$ cat config.mk
export PLATFORM = sky130hd
export DESIGN_NAME = pem_base64_stream_decoder
export DESIGN_NICKNAME = d
export VERILOG_FILES = /design/src/rtl/pemb64_pkg.sv /design/src/rtl/pem_base64_stream_decoder.sv
export SDC_FILE = /design/constraint.sdc
export NUM_CORES = 1
export LEC_CHECK = 0
export BUFFER_PORTS_ARGS = -buffer_cell sky130_fd_sc_hd__buf_2
export CAP_MARGIN = 30
export CORE_MARGIN = 3
export CORE_UTILIZATION = 45
export DETAILED_ROUTE_END_ITERATION = 8
export SYNTH_ARGS = -nofsm -noshare
export SYNTH_HDL_FRONTEND = slang
export SYNTH_SLANG_ARGS = --single-unit
$ cat constraint.sdc
create_clock -name clk_i -period 8.7 [get_ports clk_i]
set_input_delay 0.435 -clock clk_i [delete_from_list [all_inputs] [get_ports clk_i]]
set_output_delay 0.435 -clock clk_i [all_outputs]
set_load 0.01 [all_outputs]
$ cat src/rtl/pemb64_pkg.sv
`default_nettype none
package pemb64_pkg;

  // One word of the PEM text stream.
  typedef struct packed {
    logic [7:0] in_byte;
    logic       end_marker;
  } in_word_t;

  // One decoded result word.
  typedef struct packed {
    logic [7:0] out_byte;
    logic [2:0] kind;
    logic       last_of_run;
  } out_word_t;

  // Result kinds.
  localparam logic [2:0] KIND_DATA     = 3'd0;
  localparam logic [2:0] KIND_HDR_ERR  = 3'd1;
  localparam logic [2:0] KIND_BAD_CHAR = 3'd2;
  localparam logic [2:0] KIND_WARN     = 3'd3;
  localparam logic [2:0] KIND_FINISHED = 3'd4;
  localparam logic [2:0] KIND_TRUNC    = 3'd5;

  // Parser phases.
  localparam logic [2:0] PH_PREFIX  = 3'd0;
  localparam logic [2:0] PH_HEADER  = 3'd1;
  localparam logic [2:0] PH_BODY    = 3'd2;
  localparam logic [2:0] PH_TRAILER = 3'd3;
  localparam logic [2:0] PH_DRAIN   = 3'd4;
  localparam logic [2:0] PH_DONE    = 3'd5;
  localparam logic [2:0] PH_ERROR   = 3'd6;

  // Character classes beyond the 64 sextet values.
  localparam logic [6:0] CLS_PAD     = 7'd64;
  localparam logic [6:0] CLS_NEWLINE = 7'd65;
  localparam logic [6:0] CLS_DASH    = 7'd66;
  localparam logic [6:0] CLS_BAD     = 7'd67;

  localparam logic [7:0] CHAR_NL   = 8'h0A;
  localparam logic [7:0] CHAR_DASH = 8'h2D;

  localparam int unsigned BEGIN_LEN = 11;
  localparam int unsigned END_LEN   = 8;

  // Characters of the prefix "-----BEGIN ".
  function automatic logic [7:0] begin_char(input logic [3:0] idx);
    logic [7:0] ch;
    case (idx)
      4'd0, 4'd1, 4'd2, 4'd3, 4'd4: ch = 8'h2D;
      4'd5:    ch = 8'h42;
      4'd6:    ch = 8'h45;
      4'd7:    ch = 8'h47;
      4'd8:    ch = 8'h49;
      4'd9:    ch = 8'h4E;
      4'd10:   ch = 8'h20;
      default: ch = 8'h00;
    endcase
    return ch;
  endfunction

  // Characters of the trailer "----END ".
  function automatic logic [7:0] end_char(input logic [2:0] idx);
    logic [7:0] ch;
    case (idx)
      3'd0, 3'd1, 3'd2, 3'd3: ch = 8'h2D;
      3'd4:    ch = 8'h45;
      3'd5:    ch = 8'h4E;
      3'd6:    ch = 8'h44;
      default: ch = 8'h20;
    endcase
    return ch;
  endfunction

  // Maps a body character to its sextet value or to a class code.
  function automatic logic [6:0] classify(input logic [7:0] c);
    logic [6:0] cls;
    if (c >= 8'h41 && c <= 8'h5A) begin
      cls = 7'(c - 8'd65);
    end else if (c >= 8'h61 && c <= 8'h7A) begin
      cls = 7'(c - 8'd71);
    end else if (c >= 8'h30 && c <= 8'h39) begin
      cls = 7'(c + 8'd4);
    end else if (c == 8'h2B) begin
      cls = 7'd62;
    end else if (c == 8'h2F) begin
      cls = 7'd63;
    end else if (c == 8'h3D) begin
      cls = CLS_PAD;
    end else if (c == CHAR_NL) begin
      cls = CLS_NEWLINE;
    end else if (c == CHAR_DASH) begin
      cls = CLS_DASH;
    end else begin
      cls = CLS_BAD;
    end
    return cls;
  endfunction

endpackage
`default_nettype wire

$ cat src/rtl/pem_base64_stream_decoder.sv
// PEM base64 stream decoder.
// The input channel takes one word per cycle while in_stall_o is low: a byte
// of PEM text, or an end marker that closes the stream. The block checks the
// "-----BEGIN " prefix and the header line, decodes the base64 body and checks
// the "-----END " trailer. The output channel gives one result word per cycle
// while out_stall_i is low: a decoded byte, or a status kind (header error, bad
// body char, trailer warning, finished, truncated body). last_of_run marks the
// final result caused by an input word. Each accepted word is parsed in the
// cycle it is accepted and its results (zero to three) go into an eight-entry
// result queue, behind any older results. Throughput is one input word per
// cycle while in_stall_o is low; a complete quartet costs four input words and
// yields three results, so the queue keeps pace with a receiver that never
// stalls. in_stall_o rises while the queue holds more than five results, so
// that there is always room for a full quartet. A stalled output holds its
// word. Reset clears the parser state and empties the queue. After an error or
// after the stream is finished, input words are taken but give no result.
`default_nettype none
module pem_base64_stream_decoder (
  input  wire                        clk_i,
  input  wire                        rst_ni,
  input  wire                        in_valid_i,
  output logic                       in_stall_o,
  input  wire pemb64_pkg::in_word_t  in_word_i,
  output logic                       out_valid_o,
  input  wire                        out_stall_i,
  output pemb64_pkg::out_word_t      out_word_o
);

  // Parser state.
  logic [2:0]  phase_q, phase_d;
  logic [3:0]  match_q, match_d;
  logic [2:0]  dash_q, dash_d;
  logic [1:0]  quart_q, quart_d;
  logic [17:0] acc_q, acc_d;
  logic [1:0]  pad_q, pad_d;

  // Result queue.
  pemb64_pkg::out_word_t mem_q [8];
  logic [2:0] wptr_q, wptr_d;
  logic [2:0] rptr_q, rptr_d;
  logic [3:0] cnt_q, cnt_d;

  pemb64_pkg::out_word_t res [3];
  logic [1:0] res_n;
  logic       in_acc;
  logic       out_acc;

  logic [7:0]  c;
  logic        eos;
  logic [6:0]  cls;
  logic [5:0]  sext;
  logic [23:0] full;
  logic [1:0]  nbytes;

  assign in_stall_o  = (cnt_q > 4'd5);
  assign in_acc      = in_valid_i && !in_stall_o;
  assign out_valid_o = (cnt_q != 4'd0);
  assign out_acc     = out_valid_o && !out_stall_i;
  assign out_word_o  = mem_q[rptr_q];

  assign c   = in_word_i.in_byte;
  assign eos = in_word_i.end_marker;
  assign cls = pemb64_pkg::classify(c);

  // Per-word parse step: next state and the results this word causes.
  always_comb begin
    phase_d = phase_q;
    match_d = match_q;
    dash_d  = dash_q;
    quart_d = quart_q;
    acc_d   = acc_q;
    pad_d   = pad_q;
    res_n   = 2'd0;
    sext    = cls[5:0];
    full    = '0;
    nbytes  = 2'd0;
    for (int k = 0; k < 3; k++) begin
      res[k] = '0;
    end

    case (phase_q)
      pemb64_pkg::PH_PREFIX: begin
        if (eos || match_q > 4'(pemb64_pkg::BEGIN_LEN - 1)
            || c != pemb64_pkg::begin_char(match_q)) begin
          res[0].kind = pemb64_pkg::KIND_HDR_ERR;
          res[0].last_of_run = 1'b1;
          res_n   = 2'd1;
          phase_d = pemb64_pkg::PH_ERROR;
        end else if (match_q == 4'(pemb64_pkg::BEGIN_LEN - 1)) begin
          match_d = '0;
          dash_d  = '0;
          phase_d = pemb64_pkg::PH_HEADER;
        end else begin
          match_d = match_q + 4'd1;
        end
      end
      pemb64_pkg::PH_HEADER: begin
        if (eos || (c == pemb64_pkg::CHAR_NL && dash_q != 3'd5)) begin
          res[0].kind = pemb64_pkg::KIND_HDR_ERR;
          res[0].last_of_run = 1'b1;
          res_n   = 2'd1;
          phase_d = pemb64_pkg::PH_ERROR;
        end else if (c == pemb64_pkg::CHAR_NL) begin
          quart_d = '0;
          acc_d   = '0;
          pad_d   = '0;
          phase_d = pemb64_pkg::PH_BODY;
        end else if (c == pemb64_pkg::CHAR_DASH) begin
          if (dash_q < 3'd6) begin
            dash_d = dash_q + 3'd1;
          end
        end else begin
          dash_d = '0;
        end
      end
      pemb64_pkg::PH_BODY: begin
        if (eos) begin
          res[0].kind = pemb64_pkg::KIND_TRUNC;
          res[0].last_of_run = 1'b1;
          res_n   = 2'd1;
          phase_d = pemb64_pkg::PH_ERROR;
        end else if (cls == pemb64_pkg::CLS_NEWLINE) begin
          // Line breaks inside the body are skipped.
        end else if (cls == pemb64_pkg::CLS_DASH) begin
          quart_d = '0;
          acc_d   = '0;
          pad_d   = '0;
          match_d = '0;
          phase_d = pemb64_pkg::PH_TRAILER;
        end else if (cls == pemb64_pkg::CLS_BAD) begin
          res[0].kind = pemb64_pkg::KIND_BAD_CHAR;
          res[0].last_of_run = 1'b1;
          res_n   = 2'd1;
          phase_d = pemb64_pkg::PH_ERROR;
        end else begin
          // Padding is a zero sextet that also suppresses output bytes.
          if (cls == pemb64_pkg::CLS_PAD) begin
            sext = '0;
            if (pad_q < 2'd3) begin
              pad_d = pad_q + 2'd1;
            end
          end
          if (quart_q < 2'd3) begin
            acc_d   = {acc_q[11:0], sext};
            quart_d = quart_q + 2'd1;
          end else begin
            full   = {acc_q, sext};
            nbytes = 2'd3 - pad_d;
            res[0].out_byte = full[23:16];
            res[1].out_byte = full[15:8];
            res[2].out_byte = full[7:0];
            res_n = nbytes;
            case (nbytes)
              2'd1:    res[0].last_of_run = 1'b1;
              2'd2:    res[1].last_of_run = 1'b1;
              2'd3:    res[2].last_of_run = 1'b1;
              default: res[0].last_of_run = 1'b0;
            endcase
            quart_d = '0;
            acc_d   = '0;
            pad_d   = '0;
          end
        end
      end
      pemb64_pkg::PH_TRAILER: begin
        if (eos) begin
          res[0].kind = pemb64_pkg::KIND_WARN;
          res[1].kind = pemb64_pkg::KIND_FINISHED;
          res[1].last_of_run = 1'b1;
          res_n   = 2'd2;
          phase_d = pemb64_pkg::PH_DONE;
        end else if (match_q > 4'(pemb64_pkg::END_LEN - 1)
                     || c != pemb64_pkg::end_char(match_q[2:0])) begin
          res[0].kind = pemb64_pkg::KIND_WARN;
          res[0].last_of_run = 1'b1;
          res_n   = 2'd1;
          phase_d = pemb64_pkg::PH_DRAIN;
        end else if (match_q == 4'(pemb64_pkg::END_LEN - 1)) begin
          match_d = '0;
          phase_d = pemb64_pkg::PH_DRAIN;
        end else begin
          match_d = match_q + 4'd1;
        end
      end
      pemb64_pkg::PH_DRAIN: begin
        if (eos) begin
          res[0].kind = pemb64_pkg::KIND_FINISHED;
          res[0].last_of_run = 1'b1;
          res_n   = 2'd1;
          phase_d = pemb64_pkg::PH_DONE;
        end
      end
      default: begin
        // Done, error and unused codes ignore every word.
      end
    endcase
  end

  // Queue pointer and fill count update.
  always_comb begin
    wptr_d = wptr_q;
    rptr_d = rptr_q;
    cnt_d  = cnt_q;
    if (in_acc) begin
      wptr_d = wptr_q + 3'(res_n);
      cnt_d  = cnt_q + 4'(res_n);
    end
    if (out_acc) begin
      rptr_d = rptr_q + 3'd1;
      cnt_d  = cnt_d - 4'd1;
    end
  end

  // Control registers.
  always_ff @(posedge clk_i or negedge rst_ni) begin
    if (!rst_ni) begin
      phase_q <= pemb64_pkg::PH_PREFIX;
      match_q <= '0;
      dash_q  <= '0;
      quart_q <= '0;
      acc_q   <= '0;
      pad_q   <= '0;
      wptr_q  <= '0;
      rptr_q  <= '0;
      cnt_q   <= '0;
    end else begin
      if (in_acc) begin
        phase_q <= phase_d;
        match_q <= match_d;
        dash_q  <= dash_d;
        quart_q <= quart_d;
        acc_q   <= acc_d;
        pad_q   <= pad_d;
      end
      wptr_q <= wptr_d;
      rptr_q <= rptr_d;
      cnt_q  <= cnt_d;
    end
  end

  // Result queue storage: up to three writes at consecutive slots.
  always_ff @(posedge clk_i) begin
    if (in_acc) begin
      for (int k = 0; k < 3; k++) begin
        if (2'(k) < res_n) begin
          mem_q[wptr_q + 3'(k)] <= res[k];
        end
      end
    end
  end

endmodule
`default_nettype wire

==> results.toml, run 1 <==
[cts]
cts_hold_buf = 1
clock_path_buffers = 2
clock-root-buffer = "clkbuf_16"
numClockSinks = 138
cts_tree = "yes"
clk_latency_ps = 440
cts_max_level = 4
clk_pin_slew_worst_paths_ps = 60
postCtsResizedCells = 0
cts_inserted_buffers = 17
cts_setup_buffers = 0

[placement]
port_buffers = 26
placed_cells = 1182
gp_congestion = 0.900
dp_hpwl_mm = 20.1
dpl_cell_area_um2 = 9560

[worst_hold_path]
holdPathEnd = "cnt_q[1]"
worstHoldPathType = "input pin to flip-flop"
hp-start = "out_stall_i"
holdPathStages = 3

[routing]
ant_nets = 0
drc = 0
drt_iter0_markers = 936
viasPerCell = 6.43
drt_pass1_iterations = 6
wl_per_cell_um = 23.0
drt_wl_total_mm = 28.0
vias = 7813

[synth]
synth_cell_types = 91
synth_xor_area_share_pct = 1.70
syn_avg_cell_area_um2 = 9.82
ys_seq_area_share_pct = 39.8
synth_seq_cells = 138
synthCells = 945
synth-async-reset-ratio_pct = 30.4
synth-simple-area-share_pct = 18.9
synth_compound_area_share_pct = 21.2
synth_edf_count = 72
synth.area.mux_share_pct = 10.4
ys.flop_type = "edfxtp_1"
synthAdderAreaFrac_pct = 3.80
synth_area_um2 = 9280
synthesis.nets = 985
yosys_warnings = 0
synth_top_family_by_area = "compound AO/OA/AOI/OAI gates"

[layout]
fin_nets = 977
syn2layout_area_growth_pct = 9.32
num_antenna_cells = 0
fillers = 1829
postLayoutCellArea_um2 = 10100
drive_above_1_share_pct = 16.0
postLayoutCoreUtil_pct = 51.1
finalNonFillerCells = 1215

[timing]
final_max_slew_viol_count = 0
finalCriticalPeriod_ps = 4800
finClkSkew_ps = 12.7
rsz0062_at_grt = "no"
fin_crit_sh_pct = 55.2
finalSetupTns_ps = 0
setup_viol = 0
hold_violations = 0
slew_headroom_pct = 28.0
fmax_mhz = 208
tightestPinTransition_ps = 1080

[global_route]
grtUsageTotal_pct = 25.6
grt_max_degree = 45
antenna_found_initial = 0
grt_pass1_wl_mm = 43.6
grt_overflow = 0
grt_pass1_vias = 7426

[setup_path]
rr_worst_depth = 11
critPathLaunch = "match_q[0]"
crit_type = "flip-flop to flip-flop"
r2r_end = "mem_q[0][8]"
start_kind = "flip-flop"
worstPathMaxFanout = 14
reg2reg_from = "match_q[0]"
worst_setup_path_end_kind = "flip-flop"
arrival_ps = 4760
reg2reg_slack_ps = 3900
required_ps = 8670

[job]
drv_cap = 0

[pwr]
power.leakage_nw = 3.56
powerDensity_nw_per_um2 = 264
peakVddDrop_uv = 221

[die]
dieArea_um2 = 22400
rows = 51
fp.dieW_um = 150
ioPinCount = 27
core_area_um2 = 19800
chipHeight_um = 150
start_util_pct = 46.8

[outcome]
outcome = "finished, final reports clean"
registers in the layout (all words and copies together), names as in the netlist, 3 cells and up:
| register | count |
|---|---|
| dash_q | 3 |
| wptr_q | 3 |
| acc_q | 18 |
| cnt_q | 4 |
| rptr_q | 3 |
| mem_q | 96 |
| match_q | 4 |
| phase_q | 3 |
final cells by class:
cell class                 instances  area, µm²  area share (%)
clock buffer                      22        497            4.90
clock inverter                    10       81.3           0.802
sequential                       138       3690            36.4
inverter                          23       86.3           0.851
timing repair buffer              40        254            2.50
tap                              265        332            3.27
multi-input combinational        717       5200            51.3
routing by layer:
layer  routed length, µm  global-route usage, %
met4                 760                   9.38
met2               12800                   39.5
met3                2150                   5.15
met5                   0                      0
met1               12200                   35.8
cell usage after synthesis, types with 10 or more instances:
master,n,share of area [%]
a21oi_1,48,2.6
nor3_1,24,1.3
mux2_2,18,2.2
or3_1,11,0.74
mux4_2,24,5.8
nor2b_1,10,0.67
ha_1,25,3.4
dfrtp_1,42,11
inv_1,21,0.85
o22ai_1,10,0.67
o221ai_1,35,3.3
and2_1,16,1.1
mux2i_1,21,2.3
nand2_1,128,5.2
clkbuf_1,37,1.5
nand3_1,40,2.2
buf_2,20,1.1
o21ai_0,36,1.9
nor2_1,58,2.3
xnor2_1,15,1.4
dfxtp_1,24,5.2
edfxtp_1,72,23
a31oi_1,14,0.94
nand2b_1,11,0.74
worst max path at each step:
stage | cells after the start | slack [ps] | end
2_1_floorplan | 17 | 4620 | cnt_q[3]
3_3_place_gp | 12 | 3940 | mem_q[4][7]
3_5_place_dp | 12 | 3890 | mem_q[4][7]
4_1_cts | 11 | 3990 | mem_q[0][7]
5_1_grt | 17 | 3570 | cnt_q[3]
6_report | 11 | 3900 | mem_q[0][8]
metrics by stage:
step | setup slack [ps] | hold WS (ps) | total power, W
after floorplan | 4620 | 139 | 0.00169
after global placement | 3940 | 470 | 0.00197
after detailed placement | 3890 | 378 | 0.00198
after CTS | 3990 | 382 | 0.00269
after global routing | 3570 | 410 | 0.00284
final | 3900 | 394 | 0.00268
report_power, final:
group          total [W]  internal [W]  switching (W)
Clock           0.000710      0.000410       0.000300
Combinational    0.00104      0.000429       0.000606
Sequential      0.000934      0.000788       0.000147
Total            0.00268       0.00163        0.00105
layout by cell type (no fill, tap or decap), drive strengths merged, types with 5 or more instances in the layout:
cell type	count
a211oi	7
a21o	9
a21oi	51
a221o	8
a221oi	5
a22oi	8
a31oi	15
a32o	7
a32oi	10
and2	17
and3	6
buf	39
clkbuf	22
dfrtp	42
dfxtp	24
edfxtp	72
ha	25
inv	26
mux2	19
mux2i	21
mux4	24
nand2	128
nand2b	11
nand3	40
nand4	7
nor2	60
nor2b	11
nor3	27
nor4	6
o21a	6
o21ai	43
o221ai	36
o22a	8
o22ai	10
o31ai	9
or3	11
or4	5
xnor2	15
worst max-delay path: stages, from the launching register on:
cell,delay [ps]
dfrtp_1,470
inv_1,130
ha_1,310
or2_2,350
a2111oi_1,360
a31oi_1,110
nor4b_2,510
o31a_1,240
o311a_4,290
o211ai_4,210
nand2_1,630
nand3_1,700
logic make-up (layout without fill, tap and decap cells):
family	Yosys count	count (layout)
AO/OA/AOI/OAI	260	260
flip-flops	138	138
multiplexers	64	64
XOR/XNOR	18	18
AND/OR/NAND/NOR	348	348
buffers and inverters	90	95
adder cells (fa/ha/maj)	27	27
No activity file was read; power rests on OpenSTA's default activity.
==> inputs of run 2 (changes only) <==
clock period = 4.7 ns   (was 8.7 ns; I/O delays follow)
==> results.toml, run 2 (synthesized netlist as in run 1, its figures left out) <==
[pwr]
p_seq_share_pct = 33.7
powerDensity_nw_per_um2 = 488
p_total_w = 0.00506
p_comb_share_pct = 40.3
p_sw_share_pct = 38.8
p_sw_w = 0.00196
power.leakage_nw = 3.70
peakVddDrop_uv = 470
intPower_w = 0.00310
power_frac_clock_pct = 26.0

[global_route]
met2_usage_pct = 40.0
antenna_found_initial = 0
grt_pass1_vias = 7519
grt.met1_usage_pct = 36.7
grtUsageTotal_pct = 25.5
grt_pass1_wl_mm = 43.8
grt_overflow = 0
use_met3_pct = 4.00
grt_max_degree = 40
grt.busiest_layer = "met2"

[cts]
cts_inserted_buffers = 17
clock_path_buffers = 2
cts_tree = "yes"
clk_pin_slew_worst_paths_ps = 60
cts_max_level = 4
numClockSinks = 138
clk_latency_ps = 420
clock-root-buffer = "clkbuf_16"

[timing]
fin_crit_sh_pct = 90.5
fin_ws_ps = 448
rsz0062_at_grt = "no"
finalSetupTns_ps = 0
finClkSkew_ps = 6.99
setup_viol = 0
whs_ps = 208
final_max_slew_viol_count = 0
fmax_mhz = 235
tightestPinTransition_ps = 1080
slew_headroom_pct = 27.9
hold_violations = 0
finalCriticalPeriod_ps = 4250

[die]
rows = 51
start_util_pct = 46.8
fp.dieW_um = 150
dieArea_um2 = 22400
ioPinCount = 27
core_area_um2 = 19800
chipHeight_um = 150

[outcome]
outcome = "finished, final reports clean"

[layout]
num_antenna_cells = 0
top_register = "mem_q"
final_common_cell = "nand2_1"
drive_above_1_share_pct = 18.6
fin_nets = 1004
biggestRegsByFlops = "mem_q: 96 flops, acc_q: 18 flops"
largest_reg_flops = 96
fillers = 1798
final_cell_mix = "nand2_1 (128), edfxtp_1 (72), nor2_1 (58)"
syn2layout_area_growth_pct = 11.7
seqCellArea_um2 = 3700
multi_input_area_um2 = 5220

[setup_path]
reg2reg_from = "match_q[0]"
start_kind = "flip-flop"
required_ps = 5040
critPathSlowestCell = "fa_1"
crit_buf_inv = 1
worstPathMaxFanout = 7
crit_chain = "inv_1 > ha_1 > or3_1 > nand2_1 > mux2_2 > nor4b_4 > o31a_1 > o311a_4 > nand2_1 > ha_1 > fa_1 > mux2i_4 > nand3_1 > nor3_1 > mux2_2 > a32oi_1 > o21ai_0"
arrival_ps = 4590
crit_family = "simple AND/OR/NAND/NOR gates"
critPathLaunch = "match_q[0]"
crit_type = "flip-flop to flip-flop"
worst_setup_path_end_kind = "flip-flop"
slowest_delay_ps = 480

[routing]
vias = 7860
drt_pass1_iterations = 5
drt_wl_total_mm = 28.2
ant_nets = 0
wl_per_cell_um = 22.7
viasPerCell = 6.33
drt_iter0_markers = 745
drc = 0

[placement]
dp_hpwl_mm = 20.6
port_buffers = 26
gp_congestion = 0.911
preCtsSetupSlack_ps = 166

[worst_hold_path]
hp-start = "out_stall_i"
worstHoldPathType = "input pin to flip-flop"

[job]
drv_cap = 0
==> run 2: layout make-up <==
class                      count  area share (%)
clock buffer                  17            4.10
multi-input combinational    717            50.4
clock inverter                15            1.44
tap                          265            3.20
timing repair buffer          67            4.40
inverter                      23           0.833
sequential                   138            35.6
==> run 2: final timing paths <==
kind                       cells after the start     endpoint  slack (ps)
setup / recovery                              17     cnt_q[3]         450
hold / removal                                 3     cnt_q[1]         210
setup reg to reg                              17     cnt_q[3]         450
hold reg to reg                                2  mem_q[3][1]         490
max in group asynchronous                      3    acc_q[13]        3940
min in group asynchronous                      2     cnt_q[3]         270
==> run 2: metrics by stage <==
step / utilization, % / instance area [µm²] / instances
6_report: 52.2 / 10400 / 1242
2_1_floorplan: - / 9280 / 945
3_5_place_dp: 49.1 / 9740 / 1206
4_1_cts: 52.0 / 10300 / 1239
3_3_place_gp: 48.9 / 9710 / 1204
5_1_grt: 52.2 / 10400 / 1242
==> run 2: power groups by stage <==
stage	Combinational (W)	Sequential, W	Clock, W
floorplan	0.00154	0.00159	0
global route	0.00223	0.00174	0.00138
finish	0.00204	0.00171	0.00131
detailed placement	0.00197	0.00173	0
CTS	0.00198	0.00170	0.00134
global placement	0.00194	0.00172	0
==> run 2: repair_timing <==
| action | 4_1_cts | 5_1_grt |
|---|---|---|
| hold buffers | 1 | 0 |
| resized for setup | 0 | 5 |
| buffers inserted | 0 | 3 |
| endpoints found under the setup margin | 0 | 2 |
| endpoints found under the hold margin | 14 | 0 |
==> run 2: worst min-delay path: cells and delay by family <==
family	cells	cell delay (ps)
buf+inv	1	70
mux	1	150
simple gates	1	130
==> run 2: per-layer routing <==
metal,vias up,part of all wire (%)
met1,3827,44
met2,320,47
met4,0,2.3
met5,-,0
li1,3665,-
met3,48,7.2
==> inputs of run 3 (changes only) <==
CORE_MARGIN = not set   (was 3)
==> results.toml, run 3 (synthesized netlist as in run 1, its figures left out) <==
[outcome]
outcome = "finished, final reports clean"

[setup_path]
required_ps = 5050
worstSetupEndpoint = "cnt_q[3]"
worstPathMaxFanout = 7
reg2reg_from = "match_q[0]"
start_kind = "flip-flop"
reg2reg_slack_ps = 390
rr_worst_depth = 17
arrival_ps = 4660
crit_type = "flip-flop to flip-flop"
critPathLaunch = "match_q[0]"
r2r_end = "cnt_q[3]"
worst_setup_path_end_kind = "flip-flop"

[placement]
gp_congestion = 0.949
placed_cells = 1214
port_buffers = 26
dp_hpwl_mm = 20.4

[timing]
finalSetupTns_ps = 0
tightestPinTransition_ps = 758
fmax_mhz = 232
whs_ps = 222
finalCriticalPeriod_ps = 4310
final_max_slew_viol_count = 0
finClkSkew_ps = 11.9
hold_violations = 0
fin_crit_sh_pct = 91.7
slew_headroom_pct = 49.3
rsz0062_at_grt = "no"
setup_viol = 0

[die]
core_area_um2 = 20200
start_util_pct = 45.9
dieArea_um2 = 21200
chipHeight_um = 146
rows = 52
ioPinCount = 27
fp.dieW_um = 146

[cts]
cts_setup_buffers = 0
clk_latency_ps = 430
clock_path_buffers = 2
clock-root-buffer = "clkbuf_16"
cts_inserted_buffers = 17
numClockSinks = 138
cts_max_level = 4
cts_tree = "yes"
clk_pin_slew_worst_paths_ps = 70

[routing]
drc = 0
drt_pass1_iterations = 5
drt_wl_total_mm = 27.3
wl_per_cell_um = 21.9
vias = 7877
drt_iter0_markers = 817
viasPerCell = 6.32
ant_nets = 0

[global_route]
grt_pass1_vias = 7571
grtUsageTotal_pct = 26.6
antenna_found_initial = 0
grt_pass1_wl_mm = 43.6
grt_overflow = 0
grt_max_degree = 45

[layout]
fin_nets = 1004
final_cell_mix = "nand2_1 (128), edfxtp_1 (72), nor2_1 (58)"
biggestRegsByFlops = "mem_q: 96 flops, acc_q: 18 flops"
largest_reg_flops = 96
postLayoutCoreUtil_pct = 51.2
top_register = "mem_q"
num_antenna_cells = 0
finalNonFillerCells = 1247
syn2layout_area_growth_pct = 11.6
drive_above_1_share_pct = 19.0
final_common_cell = "nand2_1"

[pwr]
power.leakage_nw = 3.71
p_total_w = 0.00497
peakVddDrop_uv = 269
powerDensity_nw_per_um2 = 480

[job]
drv_cap = 0

[worst_hold_path]
worstHoldPathType = "input pin to flip-flop"
-- run 3: layout make-up --
cell class / count / area (µm²)
fillers: 1844 / 9870
multi-input cells: 717 / 5230
flip-flops and latches: 138 / 3700
repair buffers: 67 / 453
clock buffers: 17 / 425
well taps: 270 / 338
clock inverters: 15 / 129
inverters: 23 / 86.3
-- run 3: how the worst min path moves through the flow --
stage                      startpoint  cells past startpoint        end  slack [ps]
final                     out_stall_i                      3  rptr_q[0]         220
after global routing      out_stall_i                      3  rptr_q[0]         250
after CTS                 out_stall_i                      3   cnt_q[0]         220
after detailed placement       rst_ni                      1  rptr_q[2]         180
after global placement         rst_ni                      1  rptr_q[2]         460
after floorplan                rst_ni                      0   acc_q[0]         -60
-- run 3: metal layers --
layer,track usage (%),vias up,wire length (µm)
li1,-,3670,-
met1,36.1,3840,12100
met2,43.1,320,13000
met3,4.23,47,1640
met4,9.37,0,556
met5,0,-,0
-- run 3: stage by stage --
step	setup slack [ps]	area [µm²]
floorplan	711	9280
global placement	327	9740
detailed placement	217	9760
CTS	204	10300
global route	36.0	10400
finish	392	10400
-- run 3: timing repair --
action,4_1_cts,5_1_grt
gates resized for setup,0,7
endpoints found under the setup margin,0,1
hold buffers,1,0
endpoints found under the hold margin,14,0
-- run 3: where the power goes --
group / leakage (nW) / internal, W / total [W] / switching, W
Combinational: 2.12 / 0.000835 / 0.00199 / 0.00115
Sequential: 1.31 / 0.00146 / 0.00171 / 0.000249
Clock: 0.276 / 0.000694 / 0.00127 / 0.000580
-- run 3: worst max-delay path, stage by stage (launching register included) --
cell and delay, ps:
dfrtp_2 420, inv_1 100, ha_1 280, or3_1 410
nand2_1 90, mux2_2 360, nor4b_4 340, o31a_1 200
o311a_4 290, nand2_1 110, ha_1 240, fa_1 480
mux2i_4 190, nand3_1 160, nor3_2 200, mux2_2 160
a32oi_1 40, o21ai_0 160
